**src/hdl/rstim_pkg.sv**
```systemverilog
package rstim_pkg;

  localparam int MAX_MAP      = 16383;
  localparam int FRAC_BITS    = 8;
  localparam int COEF_FRAC    = 22;
  localparam int OUT_SHIFT    = COEF_FRAC - FRAC_BITS;
  localparam int CORDIC_STEPS = 30;

  // CORDIC start vector and angle folding constants, Q2.30
  localparam logic signed [33:0] CORDIC_GAIN = 34'sh026DD3B6A;
  localparam logic signed [35:0] PI_Q30      = 36'sh0C90FDAA0;
  localparam logic signed [35:0] HALF_PI_Q30 = 36'sh06487ED50;

  typedef enum logic [2:0] {
    REG_ROT_ANGLE   = 3'd0,
    REG_SCALE_HORIZ = 3'd1,
    REG_SCALE_VERT  = 3'd2,
    REG_SHIFT_HORIZ = 3'd3,
    REG_SHIFT_VERT  = 3'd4,
    REG_SOURCE_ROWS = 3'd5,
    REG_SOURCE_COLS = 3'd6
  } reg_idx_t;

  // Derived mapping state handed to the pixel pipeline
  typedef struct packed {
    logic [31:0] coeff_a;
    logic [31:0] coeff_b;
    logic [31:0] coeff_c;
    logic [31:0] coeff_d;
    logic [39:0] off_first;
    logic [39:0] off_second;
    logic [13:0] size_rows;
    logic [13:0] size_cols;
    logic        size_sat;
    logic [11:0] half_rows;
    logic [11:0] half_cols;
  } derived_t;

  function automatic logic [29:0] atan_lut(input logic [4:0] idx);
    logic [29:0] r;
    unique case (idx)
      5'd0:  r = 30'h3243F6A8;
      5'd1:  r = 30'h1DAC6705;
      5'd2:  r = 30'h0FADBAFC;
      5'd3:  r = 30'h07F56EA6;
      5'd4:  r = 30'h03FEAB76;
      5'd5:  r = 30'h01FFD55B;
      5'd6:  r = 30'h00FFFAAA;
      5'd7:  r = 30'h007FFF55;
      5'd8:  r = 30'h003FFFEA;
      5'd9:  r = 30'h001FFFFD;
      5'd10: r = 30'h000FFFFF;
      5'd11: r = 30'h0007FFFF;
      5'd12: r = 30'h0003FFFF;
      5'd13: r = 30'h0001FFFF;
      5'd14: r = 30'h0000FFFF;
      5'd15: r = 30'h00007FFF;
      5'd16: r = 30'h00003FFF;
      5'd17: r = 30'h00001FFF;
      5'd18: r = 30'h00000FFF;
      5'd19: r = 30'h000007FF;
      5'd20: r = 30'h000003FF;
      5'd21: r = 30'h000001FF;
      5'd22: r = 30'h000000FF;
      5'd23: r = 30'h0000007F;
      5'd24: r = 30'h0000003F;
      5'd25: r = 30'h0000001F;
      5'd26: r = 30'h0000000F;
      5'd27: r = 30'h00000008;
      5'd28: r = 30'h00000004;
      5'd29: r = 30'h00000002;
      default: r = '0;
    endcase
    return r;
  endfunction

endpackage

```
**src/hdl/rstim_derive.sv**
```systemverilog
module rstim_derive
  import rstim_pkg::*;
(
  input  logic        clk,
  input  logic        rst_n,
  input  logic        cfg_valid,
  output logic        cfg_ready,
  input  logic [2:0]  cfg_index,
  input  logic [16:0] cfg_data,
  output logic        busy,
  output derived_t    dv
);

  typedef enum logic [2:0] {
    S_IDLE, S_INIT, S_FOLD, S_ROT, S_TRIG, S_DLOAD, S_DIV, S_MUL
  } state_t;

  state_t state_r;

  logic signed [16:0] angle_r;
  logic [15:0]        scale_h_r, scale_v_r;
  logic signed [15:0] shift_h_r, shift_v_r;
  logic [12:0]        rows_r, cols_r;

  logic signed [35:0] z_r;
  logic signed [33:0] x_r, y_r;
  logic               neg_r;
  logic [4:0]         cnt_r;
  logic signed [21:0] c_r, s_r;
  logic [1:0]         j_r;
  logic [15:0]        rem_r;
  logic [30:0]        quo_r;
  logic               dneg_r;
  logic [3:0]         k_r;
  logic               ph_r;
  logic signed [49:0] prod_r, acc_r;
  logic [13:0]        er_r, ec_r;
  logic               sat_r;

  logic [31:0] ca_r, cb_r, cc_r, cd_r;
  logic [39:0] off1_r, off2_r;
  logic [13:0] map_rows_r, map_cols_r;

  logic [15:0]        sx_eff, sy_eff, dvs;
  logic signed [33:0] dx, dy;
  logic signed [35:0] at;
  logic signed [21:0] cx, sx_t, num, mag, ac, as_v;
  logic [16:0]        trial, diff;
  logic               ge;
  logic [15:0]        rem_nxt;
  logic [30:0]        quo_nxt;
  logic [31:0]        coeff_res;
  logic signed [32:0] mul_a;
  logic signed [16:0] mul_b;
  logic signed [49:0] prod, sum;
  logic [21:0]        msz;

  function automatic logic signed [21:0] clamp_unit(input logic signed [33:0] v);
    logic signed [33:0] r;
    logic signed [21:0] o;
    r = (v + 34'sd512) >>> 10;
    if (r > 34'sd1048576) o = 22'sd1048576;
    else if (r < -34'sd1048576) o = -22'sd1048576;
    else o = r[21:0];
    return o;
  endfunction

  assign sx_eff = (scale_h_r == 16'd0) ? 16'd1 : scale_h_r;
  assign sy_eff = (scale_v_r == 16'd0) ? 16'd1 : scale_v_r;

  assign dx = y_r >>> cnt_r;
  assign dy = x_r >>> cnt_r;
  assign at = $signed({6'b0, atan_lut(cnt_r)});

  assign cx   = clamp_unit(x_r);
  assign sx_t = clamp_unit(y_r);

  always_comb begin
    unique case (j_r)
      2'd0:    num = c_r;
      2'd1:    num = s_r;
      2'd2:    num = -s_r;
      default: num = c_r;
    endcase
  end

  assign mag  = (num < 0) ? -num : num;
  assign dvs  = j_r[0] ? sy_eff : sx_eff;
  assign ac   = (c_r < 0) ? -c_r : c_r;
  assign as_v = (s_r < 0) ? -s_r : s_r;

  // one restoring step per cycle
  assign trial     = {rem_r, quo_r[30]};
  assign diff      = trial - {1'b0, dvs};
  assign ge        = (trial >= {1'b0, dvs});
  assign rem_nxt   = ge ? diff[15:0] : trial[15:0];
  assign quo_nxt   = {quo_r[29:0], ge};
  assign coeff_res = dneg_r ? (32'd0 - {1'b0, quo_nxt}) : {1'b0, quo_nxt};

  always_comb begin
    unique case (k_r)
      4'd0:    begin mul_a = 33'($signed(ca_r)); mul_b = 17'(shift_v_r); end
      4'd1:    begin mul_a = 33'($signed(cb_r)); mul_b = 17'(shift_h_r); end
      4'd2:    begin mul_a = 33'($signed(cc_r)); mul_b = 17'(shift_v_r); end
      4'd3:    begin mul_a = 33'($signed(cd_r)); mul_b = 17'(shift_h_r); end
      4'd4:    begin mul_a = {12'b0, as_v[20:0]}; mul_b = {4'b0, cols_r}; end
      4'd5:    begin mul_a = {12'b0, ac[20:0]};   mul_b = {4'b0, rows_r}; end
      4'd6:    begin mul_a = {12'b0, ac[20:0]};   mul_b = {4'b0, cols_r}; end
      4'd7:    begin mul_a = {12'b0, as_v[20:0]}; mul_b = {4'b0, rows_r}; end
      4'd8:    begin mul_a = {19'b0, er_r};       mul_b = {1'b0, sx_eff}; end
      default: begin mul_a = {19'b0, ec_r};       mul_b = {1'b0, sy_eff}; end
    endcase
  end

  assign prod = mul_a * mul_b;
  assign sum  = ((k_r < 4'd8 && k_r[0]) ? acc_r : 50'sd0) + prod_r;
  assign msz  = sum[29:8];

  always_ff @(posedge clk) begin
    if (!rst_n) begin
      state_r    <= S_IDLE;
      angle_r    <= '0;
      scale_h_r  <= 16'd256;
      scale_v_r  <= 16'd256;
      shift_h_r  <= '0;
      shift_v_r  <= '0;
      rows_r     <= 13'd512;
      cols_r     <= 13'd512;
      ca_r       <= '0;
      cb_r       <= '0;
      cc_r       <= '0;
      cd_r       <= '0;
      off1_r     <= '0;
      off2_r     <= '0;
      map_rows_r <= '0;
      map_cols_r <= '0;
      sat_r      <= 1'b0;
      cnt_r      <= '0;
      j_r        <= '0;
      k_r        <= '0;
      ph_r       <= 1'b0;
    end else begin
      unique case (state_r)
        S_IDLE: begin
          if (cfg_valid) begin
            unique case (cfg_index)
              REG_ROT_ANGLE:   angle_r   <= $signed(cfg_data);
              REG_SCALE_HORIZ: scale_h_r <= cfg_data[15:0];
              REG_SCALE_VERT:  scale_v_r <= cfg_data[15:0];
              REG_SHIFT_HORIZ: shift_h_r <= $signed(cfg_data[15:0]);
              REG_SHIFT_VERT:  shift_v_r <= $signed(cfg_data[15:0]);
              REG_SOURCE_ROWS: rows_r    <= cfg_data[12:0];
              REG_SOURCE_COLS: cols_r    <= cfg_data[12:0];
              default: ;
            endcase
            // drop an unknown index without recomputing
            if (cfg_index <= REG_SOURCE_COLS) state_r <= S_INIT;
          end
        end
        S_INIT: begin
          z_r     <= 36'(angle_r) <<< 17;
          x_r     <= CORDIC_GAIN;
          y_r     <= '0;
          neg_r   <= 1'b0;
          cnt_r   <= '0;
          state_r <= S_FOLD;
        end
        S_FOLD: begin
          if (z_r > HALF_PI_Q30) begin
            z_r   <= z_r - PI_Q30;
            neg_r <= ~neg_r;
          end else if (z_r < -HALF_PI_Q30) begin
            z_r   <= z_r + PI_Q30;
            neg_r <= ~neg_r;
          end
          if (cnt_r == 5'd3) begin
            cnt_r   <= '0;
            state_r <= S_ROT;
          end else begin
            cnt_r <= cnt_r + 5'd1;
          end
        end
        S_ROT: begin
          if (z_r >= 0) begin
            x_r <= x_r - dx;
            y_r <= y_r + dy;
            z_r <= z_r - at;
          end else begin
            x_r <= x_r + dx;
            y_r <= y_r - dy;
            z_r <= z_r + at;
          end
          if (cnt_r == 5'(CORDIC_STEPS - 1)) begin
            cnt_r   <= '0;
            state_r <= S_TRIG;
          end else begin
            cnt_r <= cnt_r + 5'd1;
          end
        end
        S_TRIG: begin
          c_r     <= neg_r ? -cx : cx;
          s_r     <= neg_r ? -sx_t : sx_t;
          j_r     <= '0;
          state_r <= S_DLOAD;
        end
        S_DLOAD: begin
          quo_r   <= {mag[20:0], 10'b0};
          rem_r   <= '0;
          dneg_r  <= (num < 0);
          cnt_r   <= '0;
          state_r <= S_DIV;
        end
        S_DIV: begin
          rem_r <= rem_nxt;
          quo_r <= quo_nxt;
          if (cnt_r == 5'd30) begin
            unique case (j_r)
              2'd0:    ca_r <= coeff_res;
              2'd1:    cb_r <= coeff_res;
              2'd2:    cc_r <= coeff_res;
              default: cd_r <= coeff_res;
            endcase
            if (j_r == 2'd3) begin
              k_r     <= '0;
              ph_r    <= 1'b0;
              state_r <= S_MUL;
            end else begin
              j_r     <= j_r + 2'd1;
              state_r <= S_DLOAD;
            end
          end else begin
            cnt_r <= cnt_r + 5'd1;
          end
        end
        S_MUL: begin
          if (!ph_r) begin
            prod_r <= prod;
            ph_r   <= 1'b1;
          end else begin
            acc_r <= sum;
            ph_r  <= 1'b0;
            k_r   <= k_r + 4'd1;
            unique case (k_r)
              4'd1: off1_r <= sum[47:8];
              4'd3: off2_r <= sum[47:8];
              4'd5: er_r   <= sum[33:20];
              4'd7: ec_r   <= sum[33:20];
              4'd8: begin
                sat_r      <= (msz > 22'(MAX_MAP));
                map_rows_r <= (msz > 22'(MAX_MAP)) ? 14'(MAX_MAP) : msz[13:0];
              end
              4'd9: begin
                sat_r      <= sat_r || (msz > 22'(MAX_MAP));
                map_cols_r <= (msz > 22'(MAX_MAP)) ? 14'(MAX_MAP) : msz[13:0];
                state_r    <= S_IDLE;
              end
              default: ;
            endcase
          end
        end
        default: state_r <= S_IDLE;
      endcase
    end
  end

  assign cfg_ready = (state_r == S_IDLE);
  assign busy      = (state_r != S_IDLE);

  assign dv.coeff_a    = ca_r;
  assign dv.coeff_b    = cb_r;
  assign dv.coeff_c    = cc_r;
  assign dv.coeff_d    = cd_r;
  assign dv.off_first  = off1_r;
  assign dv.off_second = off2_r;
  assign dv.size_rows  = map_rows_r;
  assign dv.size_cols  = map_cols_r;
  assign dv.size_sat   = sat_r;
  assign dv.half_rows  = rows_r[12:1];
  assign dv.half_cols  = cols_r[12:1];

endmodule

```
**config.mk**
```make
export PLATFORM = sky130hd
export DESIGN_NAME = rstim_derive
export DESIGN_NICKNAME = d
export VERILOG_FILES = /design/src/hdl/rstim_pkg.sv /design/src/hdl/rstim_derive.sv
export SDC_FILE = /design/constraint.sdc
export NUM_CORES = 2
export LEC_CHECK = 0
export ABC_AREA = 1
export BUFFER_PORTS_ARGS = -buffer_cell sky130_fd_sc_hd__buf_2
export CORE_UTILIZATION = 67
export CTS_CLUSTER_DIAMETER = 100
export DETAILED_ROUTE_END_ITERATION = 16
export PLACE_DENSITY_LB_ADDON = 0.1
export SYNTH_ARGS = -nofsm -noshare
export SYNTH_HDL_FRONTEND = slang
export SYNTH_SLANG_ARGS = --single-unit
```
**constraint.sdc**
```tcl
create_clock -name clk -period 19.7 [get_ports clk]
set_input_delay 0.985 -clock clk [delete_from_list [all_inputs] [get_ports clk]]
set_output_delay 0.985 -clock clk [all_outputs]
set_load 0.02 [all_outputs]
```
==> flow_summary.toml <==
[synth]
number_of_flip_flops_and_latches_in_the_synthesized_netlist = 710
syn_area_um2 = 70100
synth.area.top_cells = "sky130_fd_sc_hd__fa_1 15%, sky130_fd_sc_hd__edfxtp_1 14%, sky130_fd_sc_hd__dfxtp_1 11%"
synthDistinctLibCells = 72
post_synth_inst_count = 9885
number_of_nets_in_the_synthesized_netlist = 10800
netlist.top_cell.by_area = "sky130_fd_sc_hd__fa_1"
yosysMostFrequentCell = "sky130_fd_sc_hd__nand2_1"
netlist.area_leader.share = 0.149
synth_common_cells = "2046 x sky130_fd_sc_hd__nand2_1, 1683 x sky130_fd_sc_hd__inv_1, 1241 x sky130_fd_sc_hd__nor2_1, 729 x sky130_fd_sc_hd__o21ai_0, 587 x sky130_fd_sc_hd__a21oi_1"
ys.flop_type = "sky130_fd_sc_hd__dfxtp_1"
synthesis.area_per_instance_um2 = 7.09
count_of_flip_flops_with_a_built_in_enable_after_synthesis = 321
postSynth.asyncResetShare = 0
synth-warning-count = 0
sequential_element_share_of_the_synthesized_area = 0.249

[setup_path]
critPathArrivalTime_ps = 10990
critPathMaxFanout = 37
worst-setup-path-type = "reg -> reg"
critical_path.max_stage_delay_ps = 1020
cp-start-kind = "flop"
critPathCaptureType = "flop"
crit_required_ps = 20130
reg2regPathDepth = 32
crit_path_top_delay_cell = "sky130_fd_sc_hd__inv_1"

[timing]
period_minus_slack_ps = 10560
rsz0062_at_grt = "no"
total_count_of_max_transition_violations_in_the_final_report = 0
setup-violations-final = 0
achievable-frequency_mhz = 94.7
final-hold-violation-count = 0
worstMarginPinSlew_ps = 1400
finalClockSkew_ps = 51.0
setup_total_negative_slack_ps = 0
post-route-period-util = 0.536
slew-limit-headroom = 0.0399
setup_ws_ps = 9140

[clocking]
postCtsSetupBuffers = 0
cts-root-buf = "sky130_fd_sc_hd__clkbuf_16"
worstSkewPairLatency_ps = 710
sinks_on_clock_net = 710
cts.repair.resized = 0
cts_hold_buf = 0
path_clk_slew_ps = 70
cts_tree = "done"
cts_buffer_depth = 3
cts-htree-levels = 3
cts_bufs_inserted = 79

[place]
io_buffers = 285
routability_congestion_estimate_from_global_placement = 1.05
pre_cts_ws_ps = 9540
hpwlAfterDp_um = 189000

[min_path]
worstHoldPathType = "reg -> reg"
timing.hold.worst_path_depth = 2

[pwr]
totalPowerFinal_mw = 7.48
share_seq_of_total_power = 0.247
clockPowerShare = 0.216
internal_power_mw = 3.87
max-vdd-ir-drop_v = 0.000173
power_leakage_nw = 37.4
p_per_area_nw_per_um2 = 99.3
combinationalPowerShare = 0.537
netSwitchingPower_mw = 3.61
switching_share = 0.483

[layout]
synthToLayoutAreaGrowth_pct = 7.45
design.final.nets = 10900
post_route_cells_drive_above_1_share = 0.0673
end_of_flow_core_utilization = 0.726

[grt]
grt_first_pass_wirelength_um = 375000
largest_net_degree_at_the_start_of_global_routing = 109
overflow = 0
antenna_found_initial = 3
first_global_vias = 67500
groute.usage.overall = 0.454

[drt]
detail_route.wl_per_cell_um = 21.5
drt.antenna.violating_nets = 0
drc = 0
drt_pass1_iterations = 9
routed_wirelength_um = 245000
routed-via-count = 70100
vias_per_instance = 6.13
drt-initial-drc-count = 8998

[die]
dieHeight_um = 325
num_io_pins = 286
die_width_um = 325
core_region_area_um2 = 104000
die_area_um2 = 106000
rows = 118
start_util = 0.676

[job]
cap_viol_max_count = 0

[outcome]
run_status = "complete, no violations"
-- per-layer routing --
metal | vias to the layer above | part of all wire | global-route usage
li1 | 31800 | - | -
met1 | 32500 | 0.36 | 0.562
met2 | 4653 | 0.43 | 0.703
met3 | 1143 | 0.12 | 0.106
met4 | 6 | 0.082 | 0.314
met5 | - | 0.00016 | 0
-- sequential cells by signal (all words and copies together), names as in the netlist, 17 cells and up --
signal and flops:
acc_r 48, prod_r 48, off1_r 40, off2_r 40
z_r 36, x_r 34, y_r 34, ca_r 32
cb_r 32, cc_r 32, cd_r 32, quo_r 31
at 30, c_r 22, s_r 22, angle_r 17
-- layout by cell type (no fill, tap or decap), types with 16 or more instances in the layout --
| cell | count |
|---|---|
| sky130_fd_sc_hd__a21o_1 | 30 |
| sky130_fd_sc_hd__a21oi_1 | 586 |
| sky130_fd_sc_hd__a221oi_1 | 21 |
| sky130_fd_sc_hd__a22oi_1 | 19 |
| sky130_fd_sc_hd__a31oi_1 | 31 |
| sky130_fd_sc_hd__buf_2 | 284 |
| sky130_fd_sc_hd__buf_4 | 89 |
| sky130_fd_sc_hd__clkbuf_16 | 87 |
| sky130_fd_sc_hd__clkinv_1 | 16 |
| sky130_fd_sc_hd__dfxtp_1 | 385 |
| sky130_fd_sc_hd__edfxtp_1 | 321 |
| sky130_fd_sc_hd__fa_1 | 521 |
| sky130_fd_sc_hd__ha_1 | 337 |
| sky130_fd_sc_hd__inv_1 | 1683 |
| sky130_fd_sc_hd__inv_2 | 19 |
| sky130_fd_sc_hd__nand2_1 | 2046 |
| sky130_fd_sc_hd__nand2_2 | 17 |
| sky130_fd_sc_hd__nand3_1 | 482 |
| sky130_fd_sc_hd__nand3b_1 | 16 |
| sky130_fd_sc_hd__nand4_1 | 75 |
| sky130_fd_sc_hd__nor2_1 | 1234 |
| sky130_fd_sc_hd__nor2_2 | 34 |
| sky130_fd_sc_hd__nor3_1 | 85 |
| sky130_fd_sc_hd__nor4_1 | 35 |
| sky130_fd_sc_hd__o211ai_1 | 141 |
| sky130_fd_sc_hd__o21a_1 | 33 |
| sky130_fd_sc_hd__o21ai_0 | 729 |
| sky130_fd_sc_hd__o21ai_1 | 59 |
| sky130_fd_sc_hd__o21bai_1 | 37 |
| sky130_fd_sc_hd__o221ai_1 | 17 |
| sky130_fd_sc_hd__o22ai_1 | 26 |
| sky130_fd_sc_hd__or2_2 | 37 |
| sky130_fd_sc_hd__xnor2_1 | 90 |
| sky130_fd_sc_hd__xor2_1 | 202 |
-- cells by family (layout without fill, tap and decap cells) --
group | Yosys count | count (layout) | share of synthesized area
other | 0 | 1 | 0
XOR/XNOR | 292 | 292 | 0.0365
adder cells (fa/ha/maj) | 858 | 858 | 0.209
AO/OA/AOI/OAI | 1842 | 1842 | 0.150
AND/OR/NAND/NOR | 4109 | 4109 | 0.241
buffers and inverters | 2074 | 2237 | 0.115
flip-flops | 710 | 710 | 0.249
-- layout make-up --
cell class | instances | area, um2
multi-input combinational | 7101 | 44700
fill | 8315 | 28400
sequential | 710 | 17400
inverter | 1716 | 6440
clock buffer | 111 | 2360
timing repair buffer | 374 | 2100
tap | 1380 | 1730
clock inverter | 36 | 497
antenna | 1 | 2.50
-- final timing paths --
kind,startpoint,to,slack [ps]
worst max-delay path,k_r[0]$_SDFFE_PN0P_,prod_r[46]$_DFFE_PP_,9140
worst min-delay path,shift_v_r[15]$_SDFFE_PN0P_,shift_v_r[15]$_SDFFE_PN0P_,460
worst max register to register,k_r[0]$_SDFFE_PN0P_,prod_r[46]$_DFFE_PP_,9140
worst min register to register,shift_v_r[15]$_SDFFE_PN0P_,shift_v_r[15]$_SDFFE_PN0P_,460
-- critical path, delay by kind of cell (launching register included) --
family | cells | cell delay, ps
DFF | 1 | 350
AOI/OAI and AO/OA | 8 | 1660
buffers and inverters | 8 | 2110
xor gates and xnor gates | 1 | 160
and+or+nand+nor | 7 | 2380
adders and majority gates | 8 | 3570
-- power groups by stage --
stage / Combinational (mW) / Clock (mW) / Sequential (mW)
floorplan: 2.94 / 0 / 1.79
global placement: 3.78 / 0 / 1.86
global route: 4.43 / 1.66 / 1.85
finish: 4.01 / 1.62 / 1.85
CTS: 3.89 / 1.61 / 1.83
detailed placement: 3.86 / 0 / 1.87
-- stage by stage --
stage	hold slack [ps]	instances	area, um2
after floorplan	430	9885	70100
after global placement	446	11300	72400
after detailed placement	455	11300	72400
after CTS	466	11400	75300
after global routing	489	11400	75300
final	464	11400	75300
Note: power is estimated with default switching activity, not from simulation.
